**config.mk**
```make
export PLATFORM = sky130hd
export DESIGN_NAME = sprite_line_scan_sorted_flat
export DESIGN_NICKNAME = d
export VERILOG_FILES = /design/src/sv/sls_pkg.sv /design/src/sv/sls_stream_if.sv /design/src/sv/sls_ctrl.sv /design/src/sv/sls_datapath.sv /design/src/sv/sprite_line_scan_sorted.sv /design/src/flat_wrapper.sv
export SDC_FILE = /design/constraint.sdc
export NUM_CORES = 1
export LEC_CHECK = 0
export BUFFER_PORTS_ARGS = -buffer_cell sky130_fd_sc_hd__buf_4
export CORE_MARGIN = 5
export CORE_UTILIZATION = 30
export CTS_BUF_LIST = sky130_fd_sc_hd__clkbuf_8
export CTS_CLUSTER_SIZE = 40
export DETAILED_ROUTE_END_ITERATION = 7
export GPL_TIMING_DRIVEN = 0
export SLEW_MARGIN = 30
export SYNTH_ARGS = -nofsm -noshare
export SYNTH_HDL_FRONTEND = slang
export SYNTH_HIERARCHICAL = 1
export SYNTH_SLANG_ARGS = --single-unit
export TNS_END_PERCENT = 1
```
**constraint.sdc**
```tcl
create_clock -name clk -period 10 [get_ports clk]
set_clock_uncertainty 0.1 [all_clocks]
set_input_delay 1.5 -clock clk [delete_from_list [all_inputs] [get_ports clk]]
set_output_delay 1.5 -clock clk [all_outputs]
set_load 0.01 [all_outputs]
```
**src/sv/sls_pkg.sv**
```systemverilog
`default_nettype none
package sls_pkg;

	// Line offset between the scan line and the stored y byte
	localparam int unsigned LINE_OFFSET  = 16;
	localparam int unsigned SHORT_HEIGHT = 8;
	localparam int unsigned TALL_HEIGHT  = 16;

	// One attribute table entry as it arrives
	typedef struct packed {
		logic [5:0] entry_index;
		logic [7:0] line;
		logic [7:0] pos_y;
		logic [7:0] pos_x;
		logic [7:0] tile_number;
		logic [7:0] attributes;
	} sls_entry_t;

	// One item of the emitted list
	typedef struct packed {
		logic       found;
		logic [3:0] slot;
		logic [7:0] out_y;
		logic [7:0] out_x;
		logic [7:0] out_tile;
		logic [7:0] out_attributes;
		logic       last_of_run;
	} sls_result_t;

	// Stored sprite in the sorted list
	typedef struct packed {
		logic [7:0] y;
		logic [7:0] x;
		logic [7:0] tile;
		logic [7:0] attr;
	} sls_sprite_t;

	// Controller to datapath commands
	typedef struct packed {
		logic capture;
		logic eval;
		logic load;
	} sls_cmd_t;

	// Datapath to controller status
	typedef struct packed {
		logic eval_last;
		logic out_free;
		logic emit_last;
	} sls_stat_t;

endpackage
`default_nettype wire

```
**src/sv/sls_stream_if.sv**
```systemverilog
`default_nettype none
interface sls_entry_if;
	logic               valid;
	logic               ready;
	sls_pkg::sls_entry_t data;

	modport source (output valid, output data, input ready);
	modport sink (input valid, input data, output ready);
endinterface

interface sls_result_if;
	logic                valid;
	logic                ready;
	sls_pkg::sls_result_t data;

	modport source (output valid, output data, input ready);
	modport sink (input valid, input data, output ready);
endinterface
`default_nettype wire

```
**src/sv/sls_ctrl.sv**
```systemverilog
`default_nettype none
module sls_ctrl (
	input  wire logic            clk,
	input  wire logic            arst_n,
	input  wire logic            in_valid,
	output logic                 in_ready,
	input  wire sls_pkg::sls_stat_t stat,
	output sls_pkg::sls_cmd_t    cmd
);
	import sls_pkg::*;

	typedef enum logic [2:0] {
		ST_IDLE = 3'b001,
		ST_EVAL = 3'b010,
		ST_EMIT = 3'b100
	} state_t;

	state_t state_q, state_d;

	// Decode commands and next state
	always_comb begin
		state_d     = state_q;
		in_ready    = 1'b0;
		cmd.capture = 1'b0;
		cmd.eval    = 1'b0;
		cmd.load    = 1'b0;
		case (state_q)
			ST_IDLE: begin
				in_ready    = 1'b1;
				cmd.capture = in_valid;
				if (in_valid) state_d = ST_EVAL;
			end
			ST_EVAL: begin
				cmd.eval = 1'b1;
				state_d  = stat.eval_last ? ST_EMIT : ST_IDLE;
			end
			ST_EMIT: begin
				cmd.load = stat.out_free;
				if (stat.out_free && stat.emit_last) state_d = ST_IDLE;
			end
			default: begin
				state_d = ST_IDLE;
			end
		endcase
	end

	always_ff @(posedge clk or negedge arst_n) begin
		if (!arst_n) state_q <= ST_IDLE;
		else state_q <= state_d;
	end

endmodule
`default_nettype wire

```
**src/sv/sls_datapath.sv**
```systemverilog
`default_nettype none
module sls_datapath #(
	parameter int MAX_CHOSEN    = 10,
	parameter int TABLE_ENTRIES = 40
) (
	input  wire logic             clk,
	input  wire logic             arst_n,
	input  wire logic             cfg_we,
	input  wire logic             cfg_wdata,
	input  wire sls_pkg::sls_entry_t in_data,
	input  wire sls_pkg::sls_cmd_t   cmd,
	output sls_pkg::sls_stat_t    stat,
	output logic                  out_valid,
	input  wire logic             out_ready,
	output sls_pkg::sls_result_t  out_data
);
	import sls_pkg::*;

	localparam int CNT_W  = $clog2(MAX_CHOSEN + 1);
	localparam int EMIT_W = (MAX_CHOSEN > 1) ? $clog2(MAX_CHOSEN) : 1;

	logic                tall_q;
	sls_entry_t          in_q;
	sls_sprite_t         list_q [MAX_CHOSEN];
	logic [CNT_W-1:0]    count_q;
	logic [EMIT_W-1:0]   emit_q;
	logic                out_valid_q;
	sls_result_t         out_q;

	logic                idx_ok, is_first, is_last, hit;
	logic [CNT_W-1:0]    cnt_eff;
	logic [8:0]          target, bottom;
	logic [MAX_CHOSEN-1:0] le;
	sls_sprite_t         new_spr;
	sls_sprite_t         rd_spr;
	logic                emit_last;

	// Hold the height select
	always_ff @(posedge clk or negedge arst_n) begin
		if (!arst_n) tall_q <= 1'b0;
		else if (cfg_we) tall_q <= cfg_wdata;
	end

	// Capture the accepted entry
	always_ff @(posedge clk) begin
		if (cmd.capture) in_q <= in_data;
	end

	// Evaluate line coverage and list capacity
	always_comb begin
		idx_ok   = {1'b0, in_q.entry_index} < 7'(TABLE_ENTRIES);
		is_first = in_q.entry_index == 6'd0;
		is_last  = {1'b0, in_q.entry_index} == 7'(TABLE_ENTRIES - 1);
		cnt_eff  = is_first ? '0 : count_q;
		target   = {1'b0, in_q.line} + 9'(LINE_OFFSET);
		bottom   = {1'b0, in_q.pos_y} + (tall_q ? 9'(TALL_HEIGHT) : 9'(SHORT_HEIGHT));
		hit      = ({1'b0, in_q.pos_y} <= target) && (bottom > target)
			&& (cnt_eff < CNT_W'(MAX_CHOSEN));
		new_spr  = '{y: in_q.pos_y, x: in_q.pos_x, tile: in_q.tile_number,
			attr: in_q.attributes};
		for (int k = 0; k < MAX_CHOSEN; k++) begin
			le[k] = (CNT_W'(k) < cnt_eff) && (list_q[k].x <= in_q.pos_x);
		end
	end

	// Insert into the sorted list: keep the prefix, drop in, shift the rest
	for (genvar k = 0; k < MAX_CHOSEN; k++) begin : g_slot
		if (k == 0) begin : g_head
			always_ff @(posedge clk) begin
				if (cmd.eval && idx_ok && hit && !le[k]) list_q[k] <= new_spr;
			end
		end else begin : g_tail
			always_ff @(posedge clk) begin
				if (cmd.eval && idx_ok && hit && !le[k])
					list_q[k] <= le[k-1] ? new_spr : list_q[k-1];
			end
		end
	end

	// Track the fill count
	always_ff @(posedge clk or negedge arst_n) begin
		if (!arst_n) count_q <= '0;
		else if (cmd.eval && idx_ok) count_q <= cnt_eff + CNT_W'(hit);
	end

	// Walk the list during emission
	always_ff @(posedge clk or negedge arst_n) begin
		if (!arst_n) emit_q <= '0;
		else if (cmd.eval) emit_q <= '0;
		else if (cmd.load) emit_q <= emit_q + 1'b1;
	end

	assign rd_spr    = list_q[emit_q];
	assign emit_last = (count_q == '0) || (CNT_W'(emit_q) + 1'b1 == count_q);

	// Output register
	always_ff @(posedge clk or negedge arst_n) begin
		if (!arst_n) out_valid_q <= 1'b0;
		else if (cmd.load) out_valid_q <= 1'b1;
		else if (out_ready) out_valid_q <= 1'b0;
	end

	always_ff @(posedge clk) begin
		if (cmd.load) begin
			if (count_q == '0) begin
				out_q <= '{found: 1'b0, slot: 4'd0, out_y: 8'd0, out_x: 8'd0,
					out_tile: 8'd0, out_attributes: 8'd0, last_of_run: 1'b1};
			end else begin
				out_q.found          <= 1'b1;
				out_q.slot           <= 4'(emit_q);
				out_q.out_y          <= rd_spr.y;
				out_q.out_x          <= rd_spr.x;
				out_q.out_tile       <= rd_spr.tile;
				out_q.out_attributes <= rd_spr.attr;
				out_q.last_of_run    <= emit_last;
			end
		end
	end

	assign out_valid      = out_valid_q;
	assign out_data       = out_q;
	assign stat.eval_last = idx_ok && is_last;
	assign stat.out_free  = !out_valid_q || out_ready;
	assign stat.emit_last = emit_last;

endmodule
`default_nettype wire

```
**src/sv/sprite_line_scan_sorted.sv**
```systemverilog
`default_nettype none
// Channel    Dir   Payload         Handshake
// entry      in    sls_entry_t     valid/ready, taken on valid & ready
// result     out   sls_result_t    valid/ready, taken on valid & ready
// cfg        in    tall_sprites    cfg_we strobe, cfg_wdata
//
// Each entry is captured, then compared in parallel and inserted into
// the sorted register list; no new entry is taken meanwhile.
// The last table index then emits max(1, kept) results, one per cycle
// while result is taken; the output register frees the far side. Reset
// clears control state, fill and emit counts, valid and height select.
module sprite_line_scan_sorted #(
	parameter int MAX_CHOSEN    = 10,
	parameter int TABLE_ENTRIES = 40
) (
	input  wire logic   clk,
	input  wire logic   arst_n,
	input  wire logic   cfg_we,
	input  wire logic   cfg_wdata,
	sls_entry_if.sink   entry,
	sls_result_if.source result
);
	import sls_pkg::*;

	sls_cmd_t  cmd;
	sls_stat_t stat;

	// Sequence capture, evaluation and emission
	sls_ctrl u_ctrl (
		.clk      (clk),
		.arst_n   (arst_n),
		.in_valid (entry.valid),
		.in_ready (entry.ready),
		.stat     (stat),
		.cmd      (cmd)
	);

	// Hold the sorted list and the output register
	sls_datapath #(
		.MAX_CHOSEN    (MAX_CHOSEN),
		.TABLE_ENTRIES (TABLE_ENTRIES)
	) u_datapath (
		.clk       (clk),
		.arst_n    (arst_n),
		.cfg_we    (cfg_we),
		.cfg_wdata (cfg_wdata),
		.in_data   (entry.data),
		.cmd       (cmd),
		.stat      (stat),
		.out_valid (result.valid),
		.out_ready (result.ready),
		.out_data  (result.data)
	);

endmodule
`default_nettype wire
```
**src/flat_wrapper.sv**
```systemverilog
// flat-port wrapper written by rule: the top's interface ports become plain ports
module sprite_line_scan_sorted_flat import sls_pkg::*;
#(
	parameter int MAX_CHOSEN    = 10,
	parameter int TABLE_ENTRIES = 40
)
  (clk, arst_n, cfg_we, cfg_wdata, entry_valid, entry_data, entry_ready, result_valid, result_data, result_ready);
  sls_entry_if entry_i ();
  sls_result_if result_i ();
  input  wire logic clk;
  input  wire logic arst_n;
  input  wire logic cfg_we;
  input  wire logic cfg_wdata;
  input wire logic [$bits(entry_i.valid)-1:0] entry_valid;
  input wire logic [$bits(entry_i.data)-1:0] entry_data;
  output wire logic [$bits(entry_i.ready)-1:0] entry_ready;
  output wire logic [$bits(result_i.valid)-1:0] result_valid;
  output wire logic [$bits(result_i.data)-1:0] result_data;
  input wire logic [$bits(result_i.ready)-1:0] result_ready;
  assign entry_i.valid = entry_valid;
  assign entry_i.data = entry_data;
  assign entry_ready = entry_i.ready;
  assign result_valid = result_i.valid;
  assign result_data = result_i.data;
  assign result_i.ready = result_ready;
  sprite_line_scan_sorted #(.MAX_CHOSEN(MAX_CHOSEN), .TABLE_ENTRIES(TABLE_ENTRIES)) u_core (.clk(clk), .arst_n(arst_n), .cfg_we(cfg_we), .cfg_wdata(cfg_wdata), .entry(entry_i), .result(result_i));
endmodule
```
==> key figures, run 1 <==
Run status
  – Outcome: finished, final reports clean

Global routing
  – Maximum number of pins on one net before global-route repair: 33
  – Wire length of the first global-routing pass: 88.1 mm
  – Overflow left after global routing: 0
  – Total routing resource utilization after global routing: between 10% and 20%
  – Number of antenna violations at the first check in global routing: 2
  – Vias in the first global route: ~14,000

Synthesis
  – Synth Flop Type: sky130_fd_sc_hd__edfxtp_1
  – Net count after synthesis: between 1,000 and 1,500
  – Cell taking the most area after synthesis: sky130_fd_sc_hd__edfxtp_1
  – Post-synthesis register bit count: 417
  – Fraction of synthesized cell area taken by the top area cell type: 56.8%
  – Async set-or-reset flop fraction in the synthesized netlist: 3.12%
  – Average cell area after synthesis: around 16 sq um
  – Syn Inst Count: between 1,000 and 1,500
  – Number of flops mapped to enable cells by yosys: 404
  – Synth Warn #: 6
  – Register area share after synthesis: approximately 60%
  – Cell types occupying the most area after synthesis: sky130_fd_sc_hd__edfxtp_1 57%, sky130_fd_sc_hd__mux2_2 14%, sky130_fd_sc_hd__mux4_2 6.8%
  – Synthesized area: between 20,000 and 25,000 sq um
  – Synth unique cells: 54

Finish
  – Filler cell count in the final layout: 6,654
  – Fraction of final layout cells with drive strength greater than 1: 37.5%
  – Fin area: roughly 25,000 sq um
  – Flip-flop and latch area: approximately 12,000 sq um
  – Area of combinational cells with multiple inputs: around 8500 sq um
  – Filler-free cell count of the finished design: about 2,500
  – Final net count: around 1,700
  – Final core utilization: a little over a third
  – Area Growth Syn to Fin: 17.9%

Drt
  – Via-per-instance ratio: 5.10
  – Router iterations before antenna repair: 4
  – Number of DRC violations after detailed routing: 0
  – Overall via count from detail_route: approximately 13,000
  – Routed wire length: around 59 mm
  – Remaining antenna violation count: 0
  – Average wire length per cell after detail routing: 23.4 microns
  – Iteration-0 DRC Markers: approximately 1,100

Die
  – Horizontal die dimension: ~280 microns
  – Site Rows: 97
  – Top-level I/O count: slightly above 90
  – Area of the die: 76,600 sq um
  – Overall die height: about 280 microns
  – Standard cell core area: around 70,000 sq um
  – Starting Density: between 30% and 40%

Timing
  – Count of final setup violators: 0
  – Final count of pins violating max slew: 0
  – Slew of the pin with the lowest slew margin: just over 1000 ps
  – Period Utilization, post-route: approximately 42%
  – Highest attainable clock frequency: roughly 240 MHz
  – RSZ-0062 raised after global routing: false
  – Worst slew margin relative to its limit: 32.4%
  – Final hold vios: 0
  – Final critical delay including setup and external delays: ~4200 ps
  – Aggregate negative setup slack: 0 ps

Place
  – Placed insts: approximately 2,400
  – Half-perimeter wire length after placement: 41.8 mm
  – RePlAce Congestion: approximately 0.83
  – Post-detailed-placement cell area: 23,800 sq um
  – Number of buffer cells added on primary ports: just over 90

Critical path
  – CP Data Arrival Time: between 4000 and 5000 ps
  – Required time of the critical path: roughly 10,000 ps
  – Type of the worst setup path: reg2reg
  – Worst setup EP type: flop
  – Worst Path Max Fanout: 10
  – Type of origin of the critical path: flop

Clock tree
  – Num Clock Sinks: about 420
  – Number of H-tree levels: 3
  – Clock-pin slew on the worst setup and hold paths: 60 ps
  – Count of hold buffers inserted by post-cts repair: 0
  – Clock buffers created by TritonCTS: 75
  – Post-cts sizing count: 0
  – Count of buffers added by post-CTS timing repair for setup: 0
  – TritonCTS clock tree: built
  – Clock root buffer master: sky130_fd_sc_hd__clkbuf_8
  – Source-to-sink clock delay at the later pin of the worst-skew pair: between 600 and 700 ps
  – Max Buffers Root-to-Sink: 3

Power
  – VDD IR-drop max: around 0.076 mV
  – Power Dens Cells: 158 nW/um^2
  – Reported leakage power: 8.70 nW

Hold path
  – Worst min-delay path class: reg2reg

Flow run
  – Number of max-cap violations: 0
-- final cells by class --
| class | instances | share of cell area (%) |
|---|---|---|
| sequential | 417 | 49.5 |
| multi-input combinational | 813 | 33.6 |
| timing repair buffer | 116 | 4.83 |
| tap | 940 | 4.67 |
| clock buffer | 76 | 4.16 |
| buffer | 81 | 1.59 |
| clock inverter | 57 | 1.25 |
| inverter | 26 | 0.398 |
| antenna | 1 | 0.00994 |
-- synth_stat cells (all sizes together) (2+ instances only) --
cell type,n
a211o,2
a211oi,68
a21o,17
a21oi,35
a31oi,4
and2,9
and3,14
and4,4
and4bb,2
buf,49
clkbuf,32
dfrtp,12
edfxtp,404
ha,93
inv,26
mux2,288
mux2i,34
mux4,64
nand2,29
nand2b,3
nand3,13
nand3b,4
nand4,10
nor2,19
nor2b,43
nor3,6
nor3b,2
nor4,2
o211ai,6
o21a,3
o21ai,13
o221ai,2
o41ai,2
xnor2,8
xor2,6
-- per-layer routing --
metal | global-route usage, % | wire [microns]
met5 | 0 | 0
met1 | 19.5 | 25700
met2 | 25.4 | 29100
met4 | 5.50 | 1740
met3 | 2.55 | 2590
-- worst paths after layout --
kind | startpoint | slack (ps) | cells after the start | to
setup / recovery | u_core/u_datapath/in_q[20] | 5770 | 9 | u_core/u_datapath/list_q[8][26]
hold / removal | u_core/u_datapath/in_q[19] | 410 | 0 | u_core/u_datapath/list_q[0][19]
setup reg to reg | u_core/u_datapath/in_q[20] | 5770 | 9 | u_core/u_datapath/list_q[8][26]
hold reg to reg | u_core/u_datapath/in_q[19] | 410 | 0 | u_core/u_datapath/list_q[0][19]
max in group asynchronous | arst_n | 8930 | 1 | u_core/u_ctrl/state_q[0]
min in group asynchronous | arst_n | 590 | 1 | u_core/u_datapath/tall_q
-- registers in the layout, summed over array words and instances (netlist names) --
register and cells:
u_core/u_ctrl/state_q 3, u_core/u_datapath/emit_q 4, u_core/u_datapath/in_q 46, u_core/u_datapath/out_data 38, u_core/u_datapath/out_valid 1, u_core/u_datapath/count_q 4
u_core/u_datapath/tall_q 1, u_core/u_datapath/list_q 320
-- report_power, final --
part / internal, W / switching, W / leakage [nW]
clock network: 0.000764 / 0.000740 / 0.793
registers: 0.00197 / 0.0000369 / 3.84
logic: 0.000188 / 0.000272 / 4.06
-- per-stage QoR --
step | setup WS (ps) | power, W | hold slack [ps]
2_1_floorplan | 5870 | 0.00231 | 324
3_3_place_gp | 3760 | 0.00248 | 425
3_5_place_dp | 5840 | 0.00250 | 398
4_1_cts | 5810 | 0.00403 | 411
5_1_grt | 5600 | 0.00415 | 396
6_report | 5770 | 0.00397 | 409
-- cells in the final DEF (no fill, tap or decap), types with 14 or more instances in the layout --
| master | synthesis | routed |
|---|---|---|
| sky130_fd_sc_hd__ha_1 | 93 | 93 |
| sky130_fd_sc_hd__edfxtp_1 | 404 | 404 |
| sky130_fd_sc_hd__buf_4 | 8 | 105 |
| sky130_fd_sc_hd__mux2_2 | 256 | 256 |
| sky130_fd_sc_hd__clkbuf_8 | 0 | 76 |
| sky130_fd_sc_hd__a21o_1 | 17 | 17 |
| sky130_fd_sc_hd__inv_1 | 26 | 52 |
| sky130_fd_sc_hd__mux2i_1 | 34 | 34 |
| sky130_fd_sc_hd__clkbuf_1 | 32 | 32 |
| sky130_fd_sc_hd__clkinv_1 | 0 | 17 |
| sky130_fd_sc_hd__buf_16 | 0 | 16 |
| sky130_fd_sc_hd__and3_1 | 14 | 14 |
| sky130_fd_sc_hd__a211oi_1 | 67 | 67 |
| sky130_fd_sc_hd__nand2_1 | 29 | 29 |
| sky130_fd_sc_hd__mux2_1 | 32 | 32 |
| sky130_fd_sc_hd__buf_2 | 35 | 35 |
| sky130_fd_sc_hd__nor2b_1 | 43 | 43 |
| sky130_fd_sc_hd__mux4_2 | 64 | 64 |
| sky130_fd_sc_hd__a21oi_1 | 33 | 33 |
-- cell families after synthesis --
logic type,after synthesis,share of synthesized area [%]
compound gates,157,5.16
xor+xnor,14,0.575
fa+ha+maj,94,5.55
buf+inv,107,2.33
flops,417,58.4
mux,386,23.5
simple gates,162,4.46
-- worst max-delay path: stages, from the launching register on --
cell and delay [ps]:
sky130_fd_sc_hd__edfxtp_1 440, sky130_fd_sc_hd__clkbuf_1 430, sky130_fd_sc_hd__inv_1 370, sky130_fd_sc_hd__ha_1 410
sky130_fd_sc_hd__and3_1 180, sky130_fd_sc_hd__and4_1 250, sky130_fd_sc_hd__o211ai_1 130, sky130_fd_sc_hd__a21oi_1 720
sky130_fd_sc_hd__buf_2 500, sky130_fd_sc_hd__mux2_2 400
Power figures use the tool's default switching activity.
==> inputs of run 2 (changes only) <==
==> constraint.sdc (replaced) <==
create_clock -name clk -period 4.2 [get_ports clk]
set_clock_uncertainty 0.1 [all_clocks]
set_input_delay 0.63 -clock clk [delete_from_list [all_inputs] [get_ports clk]]
set_output_delay 0.63 -clock clk [all_outputs]
set_load 0.01 [all_outputs]
==> run 2 against run 1 <==
Count of clock-buffer cells in the layout stayed put; setup slack worse by 5700 ps; maximum frequency grew 2.9%; global-route usage about the same; first-iteration DRC count fell by 2.2%; critical endpoint is now u_core/u_datapath/list_q[3][13]; largest cell class unchanged.
==> key figures, run 2 (synthesized netlist as in run 1, its figures left out) <==
Run status
  – Outcome: finished, final reports clean

Global routing
  – Number of antenna violations at the first check in global routing: 2
  – Overflow left after global routing: 0
  – Maximum number of pins on one net before global-route repair: 33
  – Total routing resource utilization after global routing: approximately 15%
  – Vias in the first global route: 13,815
  – Wire length of the first global-routing pass: between 80 and 90 mm

Drt
  – Number of DRC violations after detailed routing: 0
  – Router iterations before antenna repair: 5
  – Iteration-0 DRC Markers: about 1,000
  – Routed wire length: ~59 mm
  – Via-per-instance ratio: 5.08
  – Average wire length per cell after detail routing: ~23 microns
  – Remaining antenna violation count: 0
  – Overall via count from detail_route: 13,033

Timing
  – RSZ-0062 raised after global routing: true
  – Final hold vios: 0
  – Aggregate negative setup slack: 0 ps
  – Period Utilization, post-route: a little over nine tenths
  – Final count of pins violating max slew: 0
  – Highest attainable clock frequency: between 200 and 250 MHz
  – Count of final setup violators: 0
  – Slew of the pin with the lowest slew margin: a little over 1000 ps
  – Final critical delay including setup and external delays: a little over 4000 ps
  – Worst slew margin relative to its limit: between 30% and 40%

Critical path
  – Required time of the critical path: ~4500 ps
  – Number of cells on the worst reg-to-reg path: 12
  – CP Data Arrival Time: about 4400 ps
  – Worst Setup SP: u_core/u_datapath/in_q[27]
  – Type of the worst setup path: reg2reg
  – Worst setup EP type: flop
  – Worst Path Max Fanout: 13
  – Worst reg2reg startpoint: u_core/u_datapath/in_q[27]
  – Type of origin of the critical path: flop

Finish
  – Final core utilization: 36.4%
  – Filler cell count in the final layout: roughly 6,600
  – Flip-flop count of the largest register, all copies and words added: 320
  – Fraction of final layout cells with drive strength greater than 1: 36.9%
  – Most common cell after layout, fill and taps aside: sky130_fd_sc_hd__edfxtp_1
  – Largest Register: u_core/u_datapath/list_q
  – Commonest cells after routing, fill and taps aside: 404 x sky130_fd_sc_hd__edfxtp_1, 256 x sky130_fd_sc_hd__mux2_2, 106 x sky130_fd_sc_hd__buf_4
  – Final net count: about 1,700
  – Area Growth Syn to Fin: 19.9%

Die
  – Top-level I/O count: 92
  – Overall die height: 277 microns
  – Standard cell core area: about 70,000 sq um
  – Site Rows: 97
  – Area of the die: about 77,000 sq um
  – Starting Density: a little under a third
  – Horizontal die dimension: between 200 and 300 microns

Clock tree
  – Num Clock Sinks: about 420
  – Clock buffers created by TritonCTS: 75
  – Number of H-tree levels: 3
  – Max Buffers Root-to-Sink: 3
  – TritonCTS clock tree: built
  – Clock-pin slew on the worst setup and hold paths: roughly 50 ps
  – Source-to-sink clock delay at the later pin of the worst-skew pair: around 670 ps
  – Clock root buffer master: sky130_fd_sc_hd__clkbuf_8

Power
  – VDD IR-drop max: 0.183 mV
  – Power Dens Cells: roughly 370 nW/um^2
  – Reported leakage power: roughly 9 nW

Hold path
  – Hold_sp: entry_data[2]
  – Worst min-delay path class: in2reg
  – Cell depth of the worst hold path: 1

Place
  – Number of buffer cells added on primary ports: between 90 and 100
  – Half-perimeter wire length after placement: 41.8 mm
  – RePlAce Congestion: between 0.8 and 0.9

Flow run
  – Number of max-cap violations: 0
==> run 2: changes by cell type in the layout (fill, tap and decap cells not counted), sizes merged <==
| cell | before | now |
|---|---|---|
| dlygate4sd3 | 0 | 37 |
| buf | 165 | 168 |
==> run 2: worst max-delay path: stages, from the launching register on <==
cell                       delay, ps
sky130_fd_sc_hd__edfxtp_1        620
sky130_fd_sc_hd__ha_2            290
sky130_fd_sc_hd__fa_1            420
sky130_fd_sc_hd__nand3_1         110
sky130_fd_sc_hd__xnor2_1          70
sky130_fd_sc_hd__ha_1            310
sky130_fd_sc_hd__o21a_1          110
sky130_fd_sc_hd__a21oi_1         100
sky130_fd_sc_hd__a31oi_1         180
sky130_fd_sc_hd__nand4_1         440
sky130_fd_sc_hd__buf_6           330
sky130_fd_sc_hd__nor2_4          470
sky130_fd_sc_hd__buf_8           230
==> run 2: what timing repair did <==
item                       CTS  global route
gates resized for setup      0             4
hold buffers                37             0
setup buffers                0             3
hold endpoints to repair    49             0
setup endpoints to repair    0           202
==> run 2: worst paths after layout <==
kind,slack [ps],endpoint
min,60,u_core/u_datapath/in_q[2]
min in group asynchronous,270,u_core/u_datapath/tall_q
max,90,u_core/u_datapath/list_q[3][13]
max in group asynchronous,3460,u_core/u_ctrl/state_q[0]
max reg2reg,90,u_core/u_datapath/list_q[3][13]
min reg2reg,400,u_core/u_datapath/list_q[0][19]
==> run 2: final cells by class <==
| type | count | area [sq um] | area share [%] |
|---|---|---|---|
| sequential | 417 | 12500 | 48.7 |
| multi-input combinational | 813 | 8470 | 33.1 |
| timing repair buffer | 156 | 1620 | 6.35 |
| tap | 940 | 1180 | 4.60 |
| clock buffer | 76 | 1050 | 4.09 |
| buffer | 81 | 400 | 1.56 |
| clock inverter | 57 | 314 | 1.23 |
| inverter | 26 | 100 | 0.391 |
| antenna | 1 | 2.50 | 0.00978 |
==> run 2: routing by layer <==
metal	track usage [%]	vias to the layer above	routed length (microns)
met3	2.54	108	3000
met1	19.5	6720	25300
met5	0	-	0
met4	5.50	0	1840
met2	25.6	377	29100
li1	-	5828	-
==> run 2: power by group <==
group / total, W / switching (W) / internal (W)
Combinational: 0.00112 / 0.000653 / 0.000471
Sequential: 0.00479 / 0.0000878 / 0.00470
Clock: 0.00358 / 0.00176 / 0.00182
==> run 2: metrics by stage <==
stage	setup WS, ps	instance area (sq um)	cells	hold WS (ps)	power (W)
after floorplan	65.7	21300	1337	234	0.00550
after global placement	-2040	23200	2368	400	0.00589
after detailed placement	35.9	23800	2392	398	0.00595
after CTS	9.12	25500	2562	0.231	0.00962
after global routing	-127	25600	2567	27.1	0.00992
final	92.9	25600	2567	59.3	0.00949
